<file path="config.mk">
export PLATFORM = sky130hd
export DESIGN_NAME = aabb_collision_resolver_unit
export DESIGN_NICKNAME = d
export VERILOG_FILES = /design/src/sv/aabbcr_pkg.sv /design/src/sv/aabbcr_axis_unit.sv /design/src/sv/aabb_collision_resolver_unit.sv
export SDC_FILE = /design/constraint.sdc
export NUM_CORES = 1
export LEC_CHECK = 0
export BUFFER_PORTS_ARGS = -buffer_cell sky130_fd_sc_hd__buf_4
export CAP_MARGIN = 20
export CORE_MARGIN = 2
export CORE_UTILIZATION = 44
export DETAILED_ROUTE_END_ITERATION = 10
export GPL_ROUTABILITY_DRIVEN = 1
export GPL_TIMING_DRIVEN = 1
export PLACE_DENSITY = 0.61
export SETUP_SLACK_MARGIN = 0.4
export SLEW_MARGIN = 10
export SYNTH_ARGS = -nofsm -noshare
export SYNTH_HDL_FRONTEND = slang
export SYNTH_HIERARCHICAL = 1
export SYNTH_SLANG_ARGS = --single-unit
</file>
<file path="constraint.sdc">
create_clock -name clock -period 17.78 [get_ports clock]
set_input_delay 3.556 -clock clock [delete_from_list [all_inputs] [get_ports clock]]
set_output_delay 3.556 -clock clock [all_outputs]
set_load 0.02 [all_outputs]
</file>
<file path="src/sv/aabbcr_pkg.sv">
package aabbcr_pkg;

   // field widths fixed by the interface
   localparam int POS_W   = 24;
   localparam int HALF_W  = 22;
   localparam int VEL_W   = 16;
   localparam int LAYER_W = 16;
   localparam int SHIFT_W = 25;
   localparam int STEP_W  = 8;

   // first box center plus shift
   localparam int CTR_W   = 26;
   // box edges and overlap extents
   localparam int COORD_W = 28;
   // shift plus extent before saturation
   localparam int SUM_W   = 29;

   // sequencer states
   typedef enum logic [2:0] {
      ST_IDLE,
      ST_EVAL_X,
      ST_EVAL_Y,
      ST_DECIDE,
      ST_FINISH
   } state_type;

   // one axis of the shared overlap unit
   typedef struct packed {
      logic                      overlap;
      logic signed [COORD_W-1:0] extent;
   } axis_result_type;

endpackage

</file>
<file path="src/sv/aabbcr_axis_unit.sv">
module aabbcr_axis_unit (
   input  logic signed [aabbcr_pkg::CTR_W-1:0]  first_center,
   input  logic        [aabbcr_pkg::HALF_W-1:0] first_half,
   input  logic signed [aabbcr_pkg::POS_W-1:0]  second_center,
   input  logic        [aabbcr_pkg::HALF_W-1:0] second_half,
   output aabbcr_pkg::axis_result_type          result
);

   localparam int CW = aabbcr_pkg::COORD_W;

   logic signed [CW-1:0] ca;
   logic signed [CW-1:0] cb;
   logic signed [CW-1:0] ha;
   logic signed [CW-1:0] hb;
   logic signed [CW-1:0] lo_a;
   logic signed [CW-1:0] hi_a;
   logic signed [CW-1:0] lo_b;
   logic signed [CW-1:0] hi_b;
   logic signed [CW-1:0] hi_min;
   logic signed [CW-1:0] lo_max;

   // extend everything to the edge width
   assign ca = {{(CW-aabbcr_pkg::CTR_W){first_center[aabbcr_pkg::CTR_W-1]}}, first_center};
   assign cb = {{(CW-aabbcr_pkg::POS_W){second_center[aabbcr_pkg::POS_W-1]}}, second_center};
   assign ha = {{(CW-aabbcr_pkg::HALF_W){1'b0}}, first_half};
   assign hb = {{(CW-aabbcr_pkg::HALF_W){1'b0}}, second_half};

   // box edges
   assign lo_a = ca - ha;
   assign hi_a = ca + ha;
   assign lo_b = cb - hb;
   assign hi_b = cb + hb;

   // strict overlap and extent of the shared interval
   assign hi_min = (hi_a < hi_b) ? hi_a : hi_b;
   assign lo_max = (lo_a > lo_b) ? lo_a : lo_b;

   assign result.overlap = (lo_a < hi_b) && (hi_a > lo_b);
   assign result.extent  = hi_min - lo_max;

endmodule

</file>
<file path="src/sv/aabb_collision_resolver_unit.sv">
// Overlap test and push-out for one pair of axis-aligned boxes. A request beat
// carries both boxes; if their layer masks share a bit and they overlap
// strictly, the first box is pushed out in repeated steps, at most MAX_STEPS,
// and one response beat reports the total shift, the cleared axes, the step
// count and whether the boxes still overlap. A single axis unit measures x and
// y in turn: after the request beat is accepted, the states EVAL_X, EVAL_Y and
// DECIDE run once for the initial test and again for every step, and FINISH
// loads the response once the output register is free.
// The block takes one item at a time; a finished response waits in an output
// register while the next request is accepted and worked on.
module aabb_collision_resolver_unit #(
   parameter int MAX_STEPS = 100
) (
   input  logic                                 clock,
   input  logic                                 reset,

   input  logic                                 req_valid,
   output logic                                 req_ready,
   input  logic signed [aabbcr_pkg::POS_W-1:0]  req_first_center_x,
   input  logic signed [aabbcr_pkg::POS_W-1:0]  req_first_center_y,
   input  logic        [aabbcr_pkg::HALF_W-1:0] req_first_half_width,
   input  logic        [aabbcr_pkg::HALF_W-1:0] req_first_half_height,
   input  logic signed [aabbcr_pkg::VEL_W-1:0]  req_first_velocity_x,
   input  logic signed [aabbcr_pkg::VEL_W-1:0]  req_first_velocity_y,
   input  logic signed [aabbcr_pkg::POS_W-1:0]  req_second_center_x,
   input  logic signed [aabbcr_pkg::POS_W-1:0]  req_second_center_y,
   input  logic        [aabbcr_pkg::HALF_W-1:0] req_second_half_width,
   input  logic        [aabbcr_pkg::HALF_W-1:0] req_second_half_height,
   input  logic        [aabbcr_pkg::LAYER_W-1:0] req_first_layers,
   input  logic        [aabbcr_pkg::LAYER_W-1:0] req_second_layers,

   output logic                                 rsp_valid,
   input  logic                                 rsp_ready,
   output logic                                 rsp_hit,
   output logic signed [aabbcr_pkg::SHIFT_W-1:0] rsp_shift_x,
   output logic signed [aabbcr_pkg::SHIFT_W-1:0] rsp_shift_y,
   output logic                                 rsp_clear_motion_x,
   output logic                                 rsp_clear_motion_y,
   output logic                                 rsp_still_overlapping,
   output logic        [aabbcr_pkg::STEP_W-1:0] rsp_steps_used
);

   localparam int PW = aabbcr_pkg::POS_W;
   localparam int HW = aabbcr_pkg::HALF_W;
   localparam int SW = aabbcr_pkg::SHIFT_W;
   localparam int CW = aabbcr_pkg::CTR_W;
   localparam int OW = aabbcr_pkg::COORD_W;
   localparam int UW = aabbcr_pkg::SUM_W;
   localparam int NW = aabbcr_pkg::STEP_W;
   localparam int VEL_MSB = aabbcr_pkg::VEL_W - 1;
   localparam logic [NW-1:0] STEP_LIMIT = NW'(MAX_STEPS);

   // clamp a grown shift back to the shift range
   function automatic logic signed [SW-1:0] sat_shift(input logic signed [UW-1:0] v);
      logic signed [SW-1:0] r;
      if (v[UW-1:SW-1] == '0 || v[UW-1:SW-1] == '1) begin
         r = v[SW-1:0];
      end else if (v[UW-1]) begin
         r = {1'b1, {(SW-1){1'b0}}};
      end else begin
         r = {1'b0, {(SW-1){1'b1}}};
      end
      return r;
   endfunction

   aabbcr_pkg::state_type state_ff, state_in;

   // item registers
   logic signed [PW-1:0] ax_ff, ay_ff, bx_ff, by_ff;
   logic        [HW-1:0] aw_ff, ah_ff, bw_ff, bh_ff;
   logic                 layer_ff;
   logic                 vxn_ff, vxn_in, vxp_ff, vxp_in;
   logic                 vyn_ff, vyn_in, vyp_ff, vyp_in;

   // working registers
   logic signed [SW-1:0] sx_ff, sx_in, sy_ff, sy_in;
   logic                 clx_ff, clx_in, cly_ff, cly_in;
   logic                 hit_ff, hit_in, still_ff, still_in;
   logic        [NW-1:0] steps_ff, steps_in;
   logic signed [OW-1:0] ox_ff, ox_in, oy_ff, oy_in;
   logic                 ovx_ff, ovx_in, ovy_ff, ovy_in;

   // output register
   logic                 rsp_valid_ff, rsp_valid_in;
   logic                 rsp_hit_ff;
   logic signed [SW-1:0] rsp_sx_ff, rsp_sy_ff;
   logic                 rsp_clx_ff, rsp_cly_ff, rsp_still_ff;
   logic        [NW-1:0] rsp_steps_ff;
   logic                 load_rsp;

   // shared axis unit operands
   logic signed [CW-1:0] unit_ca;
   logic        [HW-1:0] unit_ha;
   logic signed [PW-1:0] unit_cb;
   logic        [HW-1:0] unit_hb;
   aabbcr_pkg::axis_result_type unit_res;

   // step arithmetic
   logic                 x_take, y_take, do_step, accept;
   logic signed [UW-1:0] sx_ext, sy_ext, ox_ext, oy_ext, sx_sum, sy_sum;

   assign accept = req_valid && req_ready;

   // operand select for the axis unit
   always_comb begin
      if (state_ff == aabbcr_pkg::ST_EVAL_Y) begin
         unit_ca = {{2{ay_ff[PW-1]}}, ay_ff} + {sy_ff[SW-1], sy_ff};
         unit_ha = ah_ff;
         unit_cb = by_ff;
         unit_hb = bh_ff;
      end else begin
         unit_ca = {{2{ax_ff[PW-1]}}, ax_ff} + {sx_ff[SW-1], sx_ff};
         unit_ha = aw_ff;
         unit_cb = bx_ff;
         unit_hb = bw_ff;
      end
   end

   aabbcr_axis_unit u_axis (
      .first_center  (unit_ca),
      .first_half    (unit_ha),
      .second_center (unit_cb),
      .second_half   (unit_hb),
      .result        (unit_res)
   );

   // push against the velocity sign
   assign sx_ext = {{(UW-SW){sx_ff[SW-1]}}, sx_ff};
   assign sy_ext = {{(UW-SW){sy_ff[SW-1]}}, sy_ff};
   assign ox_ext = {{(UW-OW){ox_ff[OW-1]}}, ox_ff};
   assign oy_ext = {{(UW-OW){oy_ff[OW-1]}}, oy_ff};
   assign sx_sum = vxp_ff ? (sx_ext - ox_ext) : (vxn_ff ? (sx_ext + ox_ext) : sx_ext);
   assign sy_sum = vyp_ff ? (sy_ext - oy_ext) : (vyn_ff ? (sy_ext + oy_ext) : sy_ext);

   // x wins only when positive and strictly smaller, ties go to y
   assign x_take = !ox_ff[OW-1] && (ox_ff != '0) && (ox_ff < oy_ff);
   assign y_take = !x_take && !oy_ff[OW-1] && (oy_ff != '0);

   // first pass decides the hit, later passes the loop condition
   assign do_step = hit_ff ? (ovx_ff && ovy_ff && (steps_ff < STEP_LIMIT))
                           : (layer_ff && ovx_ff && ovy_ff);

   // sequencer
   always_comb begin
      state_in     = state_ff;
      vxn_in       = vxn_ff;
      vxp_in       = vxp_ff;
      vyn_in       = vyn_ff;
      vyp_in       = vyp_ff;
      sx_in        = sx_ff;
      sy_in        = sy_ff;
      clx_in       = clx_ff;
      cly_in       = cly_ff;
      hit_in       = hit_ff;
      still_in     = still_ff;
      steps_in     = steps_ff;
      ox_in        = ox_ff;
      oy_in        = oy_ff;
      ovx_in       = ovx_ff;
      ovy_in       = ovy_ff;
      load_rsp     = 1'b0;
      req_ready    = 1'b0;
      unique case (state_ff)
         aabbcr_pkg::ST_IDLE: begin
            req_ready = 1'b1;
            if (req_valid) begin
               vxn_in   = req_first_velocity_x[VEL_MSB];
               vxp_in   = !req_first_velocity_x[VEL_MSB] && (req_first_velocity_x != '0);
               vyn_in   = req_first_velocity_y[VEL_MSB];
               vyp_in   = !req_first_velocity_y[VEL_MSB] && (req_first_velocity_y != '0);
               sx_in    = '0;
               sy_in    = '0;
               clx_in   = 1'b0;
               cly_in   = 1'b0;
               hit_in   = 1'b0;
               still_in = 1'b0;
               steps_in = '0;
               state_in = aabbcr_pkg::ST_EVAL_X;
            end
         end
         aabbcr_pkg::ST_EVAL_X: begin
            ovx_in   = unit_res.overlap;
            ox_in    = unit_res.extent;
            state_in = aabbcr_pkg::ST_EVAL_Y;
         end
         aabbcr_pkg::ST_EVAL_Y: begin
            ovy_in   = unit_res.overlap;
            oy_in    = unit_res.extent;
            state_in = aabbcr_pkg::ST_DECIDE;
         end
         aabbcr_pkg::ST_DECIDE: begin
            if (do_step) begin
               hit_in   = 1'b1;
               steps_in = steps_ff + NW'(1);
               if (x_take) begin
                  sx_in  = sat_shift(sx_sum);
                  vxn_in = 1'b0;
                  vxp_in = 1'b0;
                  clx_in = 1'b1;
               end else if (y_take) begin
                  sy_in  = sat_shift(sy_sum);
                  vyn_in = 1'b0;
                  vyp_in = 1'b0;
                  cly_in = 1'b1;
               end
               state_in = aabbcr_pkg::ST_EVAL_X;
            end else begin
               still_in = hit_ff && ovx_ff && ovy_ff;
               state_in = aabbcr_pkg::ST_FINISH;
            end
         end
         aabbcr_pkg::ST_FINISH: begin
            if (!rsp_valid_ff || rsp_ready) begin
               load_rsp = 1'b1;
               state_in = aabbcr_pkg::ST_IDLE;
            end
         end
         default: begin
            state_in = aabbcr_pkg::ST_IDLE;
         end
      endcase
   end

   // output slot occupancy
   always_comb begin
      rsp_valid_in = rsp_valid_ff;
      if (load_rsp) begin
         rsp_valid_in = 1'b1;
      end else if (rsp_ready) begin
         rsp_valid_in = 1'b0;
      end
   end

   // control registers
   always_ff @(posedge clock) begin
      if (reset) begin
         state_ff     <= aabbcr_pkg::ST_IDLE;
         rsp_valid_ff <= 1'b0;
      end else begin
         state_ff     <= state_in;
         rsp_valid_ff <= rsp_valid_in;
      end
   end

   // item capture
   always_ff @(posedge clock) begin
      if (accept) begin
         ax_ff    <= req_first_center_x;
         ay_ff    <= req_first_center_y;
         aw_ff    <= req_first_half_width;
         ah_ff    <= req_first_half_height;
         bx_ff    <= req_second_center_x;
         by_ff    <= req_second_center_y;
         bw_ff    <= req_second_half_width;
         bh_ff    <= req_second_half_height;
         layer_ff <= (req_first_layers & req_second_layers) != '0;
      end
   end

   // working state
   always_ff @(posedge clock) begin
      vxn_ff   <= vxn_in;
      vxp_ff   <= vxp_in;
      vyn_ff   <= vyn_in;
      vyp_ff   <= vyp_in;
      sx_ff    <= sx_in;
      sy_ff    <= sy_in;
      clx_ff   <= clx_in;
      cly_ff   <= cly_in;
      hit_ff   <= hit_in;
      still_ff <= still_in;
      steps_ff <= steps_in;
      ox_ff    <= ox_in;
      oy_ff    <= oy_in;
      ovx_ff   <= ovx_in;
      ovy_ff   <= ovy_in;
   end

   // response beat register
   always_ff @(posedge clock) begin
      if (load_rsp) begin
         rsp_hit_ff   <= hit_ff;
         rsp_sx_ff    <= sx_ff;
         rsp_sy_ff    <= sy_ff;
         rsp_clx_ff   <= clx_ff;
         rsp_cly_ff   <= cly_ff;
         rsp_still_ff <= still_ff;
         rsp_steps_ff <= steps_ff;
      end
   end

   assign rsp_valid             = rsp_valid_ff;
   assign rsp_hit               = rsp_hit_ff;
   assign rsp_shift_x           = rsp_sx_ff;
   assign rsp_shift_y           = rsp_sy_ff;
   assign rsp_clear_motion_x    = rsp_clx_ff;
   assign rsp_clear_motion_y    = rsp_cly_ff;
   assign rsp_still_overlapping = rsp_still_ff;
   assign rsp_steps_used        = rsp_steps_ff;

endmodule
</file>
==> results of run 1 <==
[worst max-delay path by stage]
stage	endpoint	cells after the start
final	oy_ff[26]$_DFFE_PP_	43
after global routing	ox_ff[26]$_DFFE_PP_	43
after detailed placement	oy_ff[26]$_DFFE_PP_	43
after floorplan	sy_ff[0]$_SDFFCE_PN0P_	6
after CTS	oy_ff[26]$_DFFE_PP_	43
after global placement	ox_ff[26]$_DFFE_PP_	43
[logic make-up after synthesis]
group,after synthesis,synth area share (%)
flops,375,34.8
mux,128,4.30
compound gates,1008,21.5
buf+inv,391,5.05
simple gates,795,12.5
fa+ha+maj,416,16.4
xor+xnor,191,5.41
[flip-flops by register name, summed over array words and instances (netlist names), 24 cells and up]
register and flops:
ox_ff 28, oy_ff 28, rsp_shift_x 25, rsp_shift_y 25, sx_ff 25, sy_ff 25, ax_ff 24, ay_ff 24
bx_ff 24, by_ff 24
[layout make-up]
type / instances / area share, %
Clock inverter: 29 / 0.789
Tap cell: 959 / 3.26
Inverter: 274 / 2.82
Sequential cell: 375 / 30.5
Multi-Input combinational cell: 2538 / 52.8
Timing Repair Buffer: 336 / 6.90
Clock buffer: 48 / 2.92
[worst register-to-register path: cells and delay by family, from the launching register on]
family,cells,cell delay (ns)
buf+inv,2,0.57
flops,1,0.46
compound gates,23,4.96
simple gates,10,2.47
xor+xnor,3,0.51
mux,1,0.40
fa+ha+maj,4,1.48
[per-stage QoR]
stage          util [%]  power, mW  std cells
3_3_place_gp       48.7       6.63       4481
5_1_grt            50.6       8.22       4559
6_report           50.6       7.62       4559
3_5_place_dp       48.7       6.64       4481
2_1_floorplan         -       5.28       3304
4_1_cts            50.6       7.55       4558
[routing by layer]
metal	vias up	track usage, %	wire (um)
met5	-	0	0
met4	0	9.65	3980
met3	168	3.08	5360
met2	817	43.1	46600
met1	12700	34.7	44100
li1	12900	-	-
[cell usage in the layout, fill, tap and decap left out, types with 13 or more instances in the layout]
cell type	synthesis	final
sky130_fd_sc_hd__o31ai_1	25	25
sky130_fd_sc_hd__mux2_2	76	76
sky130_fd_sc_hd__a21oi_1	288	288
sky130_fd_sc_hd__nor2b_1	56	56
sky130_fd_sc_hd__ha_1	403	403
sky130_fd_sc_hd__or3_1	20	20
sky130_fd_sc_hd__o21ai_0	177	176
sky130_fd_sc_hd__a21o_1	89	89
sky130_fd_sc_hd__xor2_1	44	44
sky130_fd_sc_hd__nor2_1	225	222
sky130_fd_sc_hd__xnor2_1	139	139
sky130_fd_sc_hd__o21bai_1	48	48
sky130_fd_sc_hd__o21ai_2	20	20
sky130_fd_sc_hd__inv_1	268	267
sky130_fd_sc_hd__nor3_1	67	67
sky130_fd_sc_hd__o22ai_1	24	24
sky130_fd_sc_hd__nand3_1	49	49
sky130_fd_sc_hd__mux2i_1	50	49
sky130_fd_sc_hd__clkbuf_16	0	42
sky130_fd_sc_hd__nand2_1	147	147
sky130_fd_sc_hd__and3_1	25	25
sky130_fd_sc_hd__or4_1	13	13
sky130_fd_sc_hd__edfxtp_1	371	371
sky130_fd_sc_hd__a211oi_1	28	28
sky130_fd_sc_hd__nand2b_1	47	47
sky130_fd_sc_hd__a221o_1	21	21
sky130_fd_sc_hd__o211ai_1	22	22
sky130_fd_sc_hd__a22oi_1	16	16
sky130_fd_sc_hd__nor4_1	40	40
sky130_fd_sc_hd__a31oi_1	26	26
sky130_fd_sc_hd__and2_1	15	15
sky130_fd_sc_hd__o21a_1	37	37
sky130_fd_sc_hd__a221oi_1	14	14
sky130_fd_sc_hd__nand4_1	39	39
sky130_fd_sc_hd__buf_4	5	334
[power breakdown]
| part | internal (mW) | switching [mW] | total, mW |
|---|---|---|---|
| registers | 1.34 | 0.190 | 1.53 |
| clock network | 0.486 | 0.386 | 0.873 |
| logic | 2.03 | 3.19 | 5.21 |
| total | 3.85 | 3.76 | 7.62 |
==> flow_results.org, run 1 <==
** Layout
- Final standard cell area without fillers :: 36,800 sq um
- Filler cell count in the final layout :: 6,745
- Area of the multi-input gates :: 19,400 sq um
- Compared with the post-synthesis result, the final layout area differs by 14.1%.
- The repair_antennas step left the layout with diodes totalling 0.
- Sequential standard cell area :: 11,200 sq um
- Net total in the final layout :: 4,233
- Layout cells sized above 1 :: 16.5%

** Clocking
- Buffers inserted to repair hold after CTS numbered 0.
- The tree built by TritonCTS fans out to 375 sinks.
- Maximum root-to-sink buffer count :: 3
- Once the clock tree was built, the setup fixing pass inserted 0 buffers.
- H-tree Lvls :: 2
- Skew-Pair Late Insertion Delay :: 0.62 ns
- Clock buffer count from CTS :: 42
- Gates resized during post-CTS repair numbered 0.
- Root buffer cell :: sky130_fd_sc_hd__clkbuf_16
- TritonCTS built the clock tree.
- Clock input transition at the sequential cells of the worst setup and hold paths :: 0.07 ns

** Place
- After detailed placement, the total cell area comes to 35,400 sq um.
- Count of port buffers added during placement :: 315
- Placer congestion estimate :: 0.969
- Half-perimeter wire length after placement :: 79,500 um
- Post-placement worst setup slack :: 6.85 ns

** Logic synthesis
- Of the post-synthesis cell area, the dominant cell type holds 34.6%.
- Synthesis-stage register bit count :: 375
- After synthesis, the most frequently instantiated cells are sky130_fd_sc_hd__ha_1 (403), sky130_fd_sc_hd__edfxtp_1 (371), sky130_fd_sc_hd__a21oi_1 (288).
- Fraction of the yosys area taken by sequential cells :: 34.8%
- Post-synthesis area per instance :: 9.76 sq um
- In this run, synthesis inferred 371 flip-flops with an integrated enable.
- Distinct cell type count after synthesis :: 123
- Post-Synthesis Cell Area :: 32,200 sq um
- Counting flops with an async set or reset pin after synthesis yields a share of 0%.
- Most repeated cell in the gate-level netlist after synthesis :: sky130_fd_sc_hd__ha_1
- Synthesized netlist net count :: 3,970
- Among all flip-flop cells after synthesis, the most frequent one is sky130_fd_sc_hd__edfxtp_1.
- Yosys warnings :: 6
- Most area-hungry cell type in the Yosys netlist :: sky130_fd_sc_hd__edfxtp_1
- In the post-synthesis netlist, the biggest area contributors are sky130_fd_sc_hd__edfxtp_1 (35%), sky130_fd_sc_hd__ha_1 (16%), sky130_fd_sc_hd__a21oi_1 (4.5%).
- In the synthesized netlist, the number of instances is 3,304.

** Setup path
- Worst endpoint required time :: 18.10 ns
- The number of buffers and inverters on the critical path is 2.
- On the worst path, the slowest cell contributes a delay of 0.55 ns.
- STA classifies the critical path startpoint as a register.
- Reg-to-reg endpoint :: oy_ff[26]$_DFFE_PP_
- The cell family contributing the most delay on the critical path is compound AO/OA/AOI/OAI gates.
- Sort of element at the end of the critical path :: register
- Worst setup path class :: register to register
- Worst-case register-to-register setup slack :: 6.64 ns
- Counting cells, the worst reg-to-reg path comes to 43.
- The slowest stage of the critical path belongs to the cell sky130_fd_sc_hd__nor4_1.
- Worst-path maximum fanout :: 23
- By instance count, the cell type seen most on the critical path is sky130_fd_sc_hd__a21oi_1.
- For the worst setup path, the data arrival time is 11.46 ns.
- In this run the critical register-to-register path is launched from sx_ff[1]$_SDFFCE_PN0P_.
- CP Launch Point :: sx_ff[1]$_SDFFCE_PN0P_

** Detailed routing
- Total routed wirelength :: 100,000 um
- The first detailed-routing pass took 5 iterations.
- Antenna Violating Nets Remaining :: 0
- Routed len/inst :: 22.0 um
- Routed via count divided by cell count :: 5.82
- Via count :: 26,500
- In the routed design, unresolved DRC markers number 0.
- Iteration-0 DRC Markers :: 2,132

** Floorplanning
- Die Footprint :: 75,400 sq um
- The floorplan step defined a core boundary enclosing 72,700 sq um.
- Starting density of the core :: 44.3%
- Rows :: 99
- The die is 275 um wide.
- In this run the count of I/O pins placed on the die edge is 316.
- From bottom edge to top edge, the die measures 275 um.

** Run status
- Result of the run :: finished, final reports clean

** Worst hold path
- Worst Hold End :: rsp_clear_motion_y$_DFFE_PP_
- The min-delay analysis places its worst path in the category register to register.
- The worst hold path passes through 0 cells.
- The worst hold path begins at cly_ff$_DFFE_PP_.

** Job
- The tool flagged a number of max-cap violations equal to 0.

** Timing
- Between clock sinks in the finished design, the worst skew comes to 0.0556 ns.
- Count of final hold-check violations :: 0
- Final-report setup violation count :: 0
- Least setup slack across all paths after layout :: 6.64 ns
- Worst hold slack :: 0.419 ns
- Setup repair after global routing missed its margin :: false
- The worst pin sits at a relative slew slack of 32.0%.
- Worst Tran Pin Value :: 1.02 ns
- Final period utilization :: 62.7%
- The number of pins exceeding their max-slew limit in the final report came to 0.
- Final-layout setup total negative slack :: 0 ns
- Achievable Freq :: 89.7 MHz
- Final critical delay including setup and external delays :: 11.14 ns

** Power
- Summed over all cells, the static leakage comes to 15.5 nW.
- Worst vdd rail ir drop :: 0.000117 V
- Power Density :: 207 nW/um^2

** GRT
- The via count of the first global-routing pass came to 25,600.
- The first global-routing pass estimated 151,000 um of wire.
- Entering global routing, the biggest net connects 122 pins.
- Initial antenna violation count :: 0
- Summed over all layers, the global routing overflow is 0.
- Overall Global Routing Usage :: 25.9%
Power figures use the tool's default switching activity.
==> run 2, diff against run 1 <==
--- a/config.mk
+++ b/config.mk
@@ -5,6 +5,7 @@
 export SDC_FILE = /design/constraint.sdc
 export NUM_CORES = 1
 export LEC_CHECK = 0
+export ABC_AREA = 1
 export BUFFER_PORTS_ARGS = -buffer_cell sky130_fd_sc_hd__buf_4
 export CAP_MARGIN = 20
 export CORE_MARGIN = 2
==> constraint.sdc (replaced) <==
create_clock -name clock -period 10.4 [get_ports clock]
set_input_delay 2.08 -clock clock [delete_from_list [all_inputs] [get_ports clock]]
set_output_delay 2.08 -clock clock [all_outputs]
set_load 0.02 [all_outputs]
==> flow_results.org, run 2 <==
** Run status
- Result of the run :: finished, final reports clean (unchanged)

** Place
- The weighted congestion reported at the end of routability-driven placement is 1.03 (was 0.969).
- The count of input and output buffers is 315 (unchanged).
- Half-perimeter wire length after placement :: 104,000 um (was 79,500 um)

** Worst hold path
- Tightest Hold Check Type :: register to register (unchanged)
- The worst hold path cell count is 0 (unchanged).
- Worst Hold End :: rsp_clear_motion_x$_DFFE_PP_ (was rsp_clear_motion_y$_DFFE_PP_)
- The startpoint of the lowest-slack hold path is clx_ff$_DFFE_PP_ (was cly_ff$_DFFE_PP_).

** Timing
- The final critical path time including I/O delays and setup was 9.31 ns (was 11.14 ns).
- The normalized max-slew margin was 31.6% (was 32.0%).
- Final period utilization :: 89.5% (was 62.7%)
- Setup repair after global routing missed its margin: false (unchanged).
- The transition time at the pin with the least slew margin was 1.02 ns (about the same).
- The total setup violations reported at the end of the flow came to 0 (unchanged).
- Final slew viol count :: 0 (unchanged)
- Clock tree skew after final layout :: 0.0321 ns (was 0.0556 ns)
- Achievable Freq :: 107 MHz (was 89.7 MHz)
- The number of hold violations in the final report is 0 (unchanged).
- Worst hold slack :: 0.423 ns (was 0.419 ns)
- The aggregate negative setup slack was 0 ns (unchanged).

** Layout
- Area growth, synth to finish :: 13.9% (was 14.1%)
- Most frequent standard cell in the layout excluding fill and tap cells :: sky130_fd_sc_hd__nand2_1 (was sky130_fd_sc_hd__ha_1)
- Largest registers :: ox_ff: 28 flops, oy_ff: 28 flops (unchanged)
- The layout cell share with drive strength beyond 1 was 11.1% (was 16.5%).
- Most frequent cells in the layout :: sky130_fd_sc_hd__nand2_1 (1,315), sky130_fd_sc_hd__inv_1 (577), sky130_fd_sc_hd__ha_1 (403) (was sky130_fd_sc_hd__ha_1 (403), sky130_fd_sc_hd__edfxtp_1 (371), sky130_fd_sc_hd__buf_4 (334))
- The number of fill cells was 7,825 (was 6,745).
- The number of nets in the finished design came to 5,554 (was 4,233).
- The number of antenna repair diodes is 0 (unchanged).
- Core utilization of the finished layout :: 50.6% (about the same)

** Clocking
- Root buffer cell :: sky130_fd_sc_hd__clkbuf_16 (unchanged)
- Clock input transition at the sequential cells of the worst setup and hold paths :: 0.06 ns (was 0.07 ns)
- The TritonCTS clock tree was done (unchanged).
- Skew-Pair Late Insertion Delay :: 0.60 ns (was 0.62 ns)
- The H-tree depth was 2 (unchanged).
- TritonCTS Sinks :: 375 (unchanged)
- Clock buffer count from CTS :: 44 (was 42)
- CTS Hold Bufs :: 0 (unchanged)
- The maximum buffer depth of the clock tree came to 3 (unchanged).

** Detailed routing
- The routed wirelength normalized by instance count came to 21.0 um (was 22.0 um).
- Iteration-0 DRC Markers :: 2,719 (was 2,132)
- 1st-pass router iterations :: 6 (was 5)
- Residual DRC :: 0 (unchanged)
- Routed via count divided by cell count :: 5.43 (was 5.82)
- The number of nets with antenna violations after detailed routing is 0 (unchanged).
- Total routed wirelength :: 125,000 um (was 100,000 um)
- Via count :: 32,400 (was 26,500)

** Setup path
- The logic depth of the worst register-to-register path is 43 (unchanged).
- The critical path startpoint category is a register (unchanged).
- Largest incremental delay on the critical path :: 0.57 ns (was 0.55 ns)
- The worst reg-to-reg setup slack is 1.09 ns (was 6.64 ns).
- The cell with the biggest individual delay on the critical path was sky130_fd_sc_hd__ha_1 (was sky130_fd_sc_hd__nor4_1).
- Buffers & Inverters on Critical Path :: 6 (was 2)
- The arrival time at the worst endpoint came to 9.70 ns (was 11.46 ns).
- The cell type group with the largest total delay on the critical path is compound AO/OA/AOI/OAI gates (unchanged).
- Sort of element at the end of the critical path :: register (unchanged)
- Reg-to-reg endpoint :: oy_ff[26]$_DFFE_PP_ (unchanged)
- Startpoint of the worst register-to-register path :: sy_ff[2]$_SDFFCE_PN0P_ (was sx_ff[1]$_SDFFCE_PN0P_)
- The data required time at the worst endpoint came to 10.80 ns (was 18.10 ns).
- Cell seen most often among critical-path stages :: sky130_fd_sc_hd__a21oi_1 (unchanged)
- The type of the worst setup path was register to register (unchanged).
- The maximum fanout along the worst path was 12 (was 23).

** GRT
- The aggregate global-route resource usage came to 30.4% (was 25.9%).
- The residual overflow from global routing was 0 (unchanged).
- The initial antenna violation count was 0 (unchanged).
- Largest net degree at the start of global routing :: 141 (was 122)
- The via count of the first global-routing pass is 30,800 (was 25,600).
- Global-route wire length before repair :: 188,000 um (was 151,000 um)

** Logic synthesis
- Leading post-synthesis cells by instance count: sky130_fd_sc_hd__nand2_1 (1,316), sky130_fd_sc_hd__inv_1 (578), sky130_fd_sc_hd__ha_1 (403) (was sky130_fd_sc_hd__ha_1 (403), sky130_fd_sc_hd__edfxtp_1 (371), sky130_fd_sc_hd__a21oi_1 (288)).
- Post-synthesis area per instance :: 7.44 sq um (was 9.76 sq um)
- Synthesized netlist net count :: 5,284 (was 3,970)
- Distinct cell type count after synthesis :: 61 (was 123)
- Most area-hungry cell type in the Yosys netlist :: sky130_fd_sc_hd__edfxtp_1 (unchanged)
- Cell count after synthesis :: 4,618 (was 3,304)
- The most common cell in the netlist was sky130_fd_sc_hd__nand2_1 (was sky130_fd_sc_hd__ha_1).
- Share of Yosys cell area claimed by the top area cell type :: 32.4% (was 34.6%)
- Top area cells in the synthesized netlist: sky130_fd_sc_hd__edfxtp_1 (32%), sky130_fd_sc_hd__ha_1 (15%), sky130_fd_sc_hd__nand2_1 (14%) (was sky130_fd_sc_hd__edfxtp_1 (35%), sky130_fd_sc_hd__ha_1 (16%), sky130_fd_sc_hd__a21oi_1 (4.5%)).
- The count of flip-flops with a built-in enable after synthesis was 371 (unchanged).
- The async set or reset register ratio after synthesis is 0% (unchanged).
- The combined area of all synthesized cells came to 34,400 sq um (was 32,200 sq um).
- The total of flip-flops plus latches after synthesis is 375 (unchanged).
- Synth Flop Type :: sky130_fd_sc_hd__edfxtp_1 (unchanged)
- The total number of yosys warnings was 6 (unchanged).
- Fraction of the yosys area taken by sequential cells :: 32.7% (was 34.8%)

** Floorplanning
- CORE AREA :: 77,300 sq um (was 72,700 sq um)
- Rows :: 102 (was 99)
- Width of the die :: 283 um (was 275 um)
- The die height was 283 um (was 275 um).
- The starting utilization of the core area was 44.4% (was 44.3%).
- Count of boundary I/O pins :: 316 (unchanged)
- The area of the die was 80,300 sq um (was 75,400 sq um).

** Job
- Max-capacitance violation count :: 0 (unchanged)
==> run 2: cell types whose count changed after synthesis, sizes merged, moves of 47 or more <==
cell,delta
a21o,-72
a21oi,+116
inv,+325
mux2,-78
mux2i,-49
nand2,+1190
nand2b,-48
nand3,+170
nand4,+47
nor2,+166
nor2b,-56
xnor2,-127
xor2,+91
==> run 2: timing repair <==
| action | in CTS | in global routing |
|---|---|---|
| setup buffers | 0 | 2 |
| hold endpoints to repair | 0 | 0 |
| resized for setup | 0 | 14 |
| setup endpoints to repair | 0 | 29 |
==> run 2: cells by family after synthesis <==
kind of cell	count (synthesis)	share of synthesized area (%)
fa+ha+maj	414	15.3
mux	1	0.0291
flops	375	32.7
compound gates	815	13.2
simple gates	2143	26.3
xor+xnor	153	3.90
buf+inv	717	8.52
==> run 2: final cells by class <==
class                           count  area (sq um)  share of cell area (%)
Sequential cell                   375         11200                    28.7
Tap cell                         1040          1300                    3.33
Timing Repair Buffer              344          2600                    6.65
Clock inverter                     32           352                   0.899
Clock buffer                       48          1120                    2.85
Inverter                          597          2250                    5.74
Multi-Input combinational cell   3526         20300                    51.9
==> run 2: through the flow <==
step / instance area (sq um) / cells / worst slack (ns)
2_1_floorplan: 34400 / 4618 / 1.77
3_3_place_gp: 37600 / 5878 / 0.823
3_5_place_dp: 37600 / 5880 / 0.743
4_1_cts: 39100 / 5960 / 0.729
5_1_grt: 39100 / 5962 / 0.453
6_report: 39100 / 5962 / 1.09
==> run 2: worst max-delay path by stage <==
| stage | start | endpoint | slack (ns) | cells after the start |
|---|---|---|---|---|
| global route | sx_ff[0]$_SDFFCE_PN0P_ | ox_ff[20]$_DFFE_PP_ | 0.45 | 52 |
| finish | sy_ff[2]$_SDFFCE_PN0P_ | oy_ff[26]$_DFFE_PP_ | 1.09 | 43 |
| detailed placement | sy_ff[2]$_SDFFCE_PN0P_ | ox_ff[23]$_DFFE_PP_ | 0.74 | 46 |
| CTS | sy_ff[2]$_SDFFCE_PN0P_ | ox_ff[23]$_DFFE_PP_ | 0.73 | 46 |
| floorplan | rsp_ready | rsp_clear_motion_x$_DFFE_PP_ | 1.77 | 2 |
| global placement | sy_ff[2]$_SDFFCE_PN0P_ | oy_ff[23]$_DFFE_PP_ | 0.82 | 44 |
==> run 2: worst register-to-register path: cells and delay by family (launching register included) <==
kind                     cells  cell delay (ns)
adder cells (fa/ha/maj)      4             1.74
XOR/XNOR                     2             0.54
flip-flops                   1             0.46
AO/OA/AOI/OAI               16             2.82
buffers and inverters        6             1.12
AND/OR/NAND/NOR             15             2.42
==> run 2: routing by layer <==
layer,vias to the layer above,GRT usage (%),routed length (um)
met1,15100,39.8,53500
li1,15900,-,-
met4,0,12.9,5900
met3,203,4.04,8210
met5,-,0,0
met2,1204,50.5,57800
Power of run 2 is not shown: default switching activity piles up to over one toggle a cycle in this logic, so the estimate is an artifact.
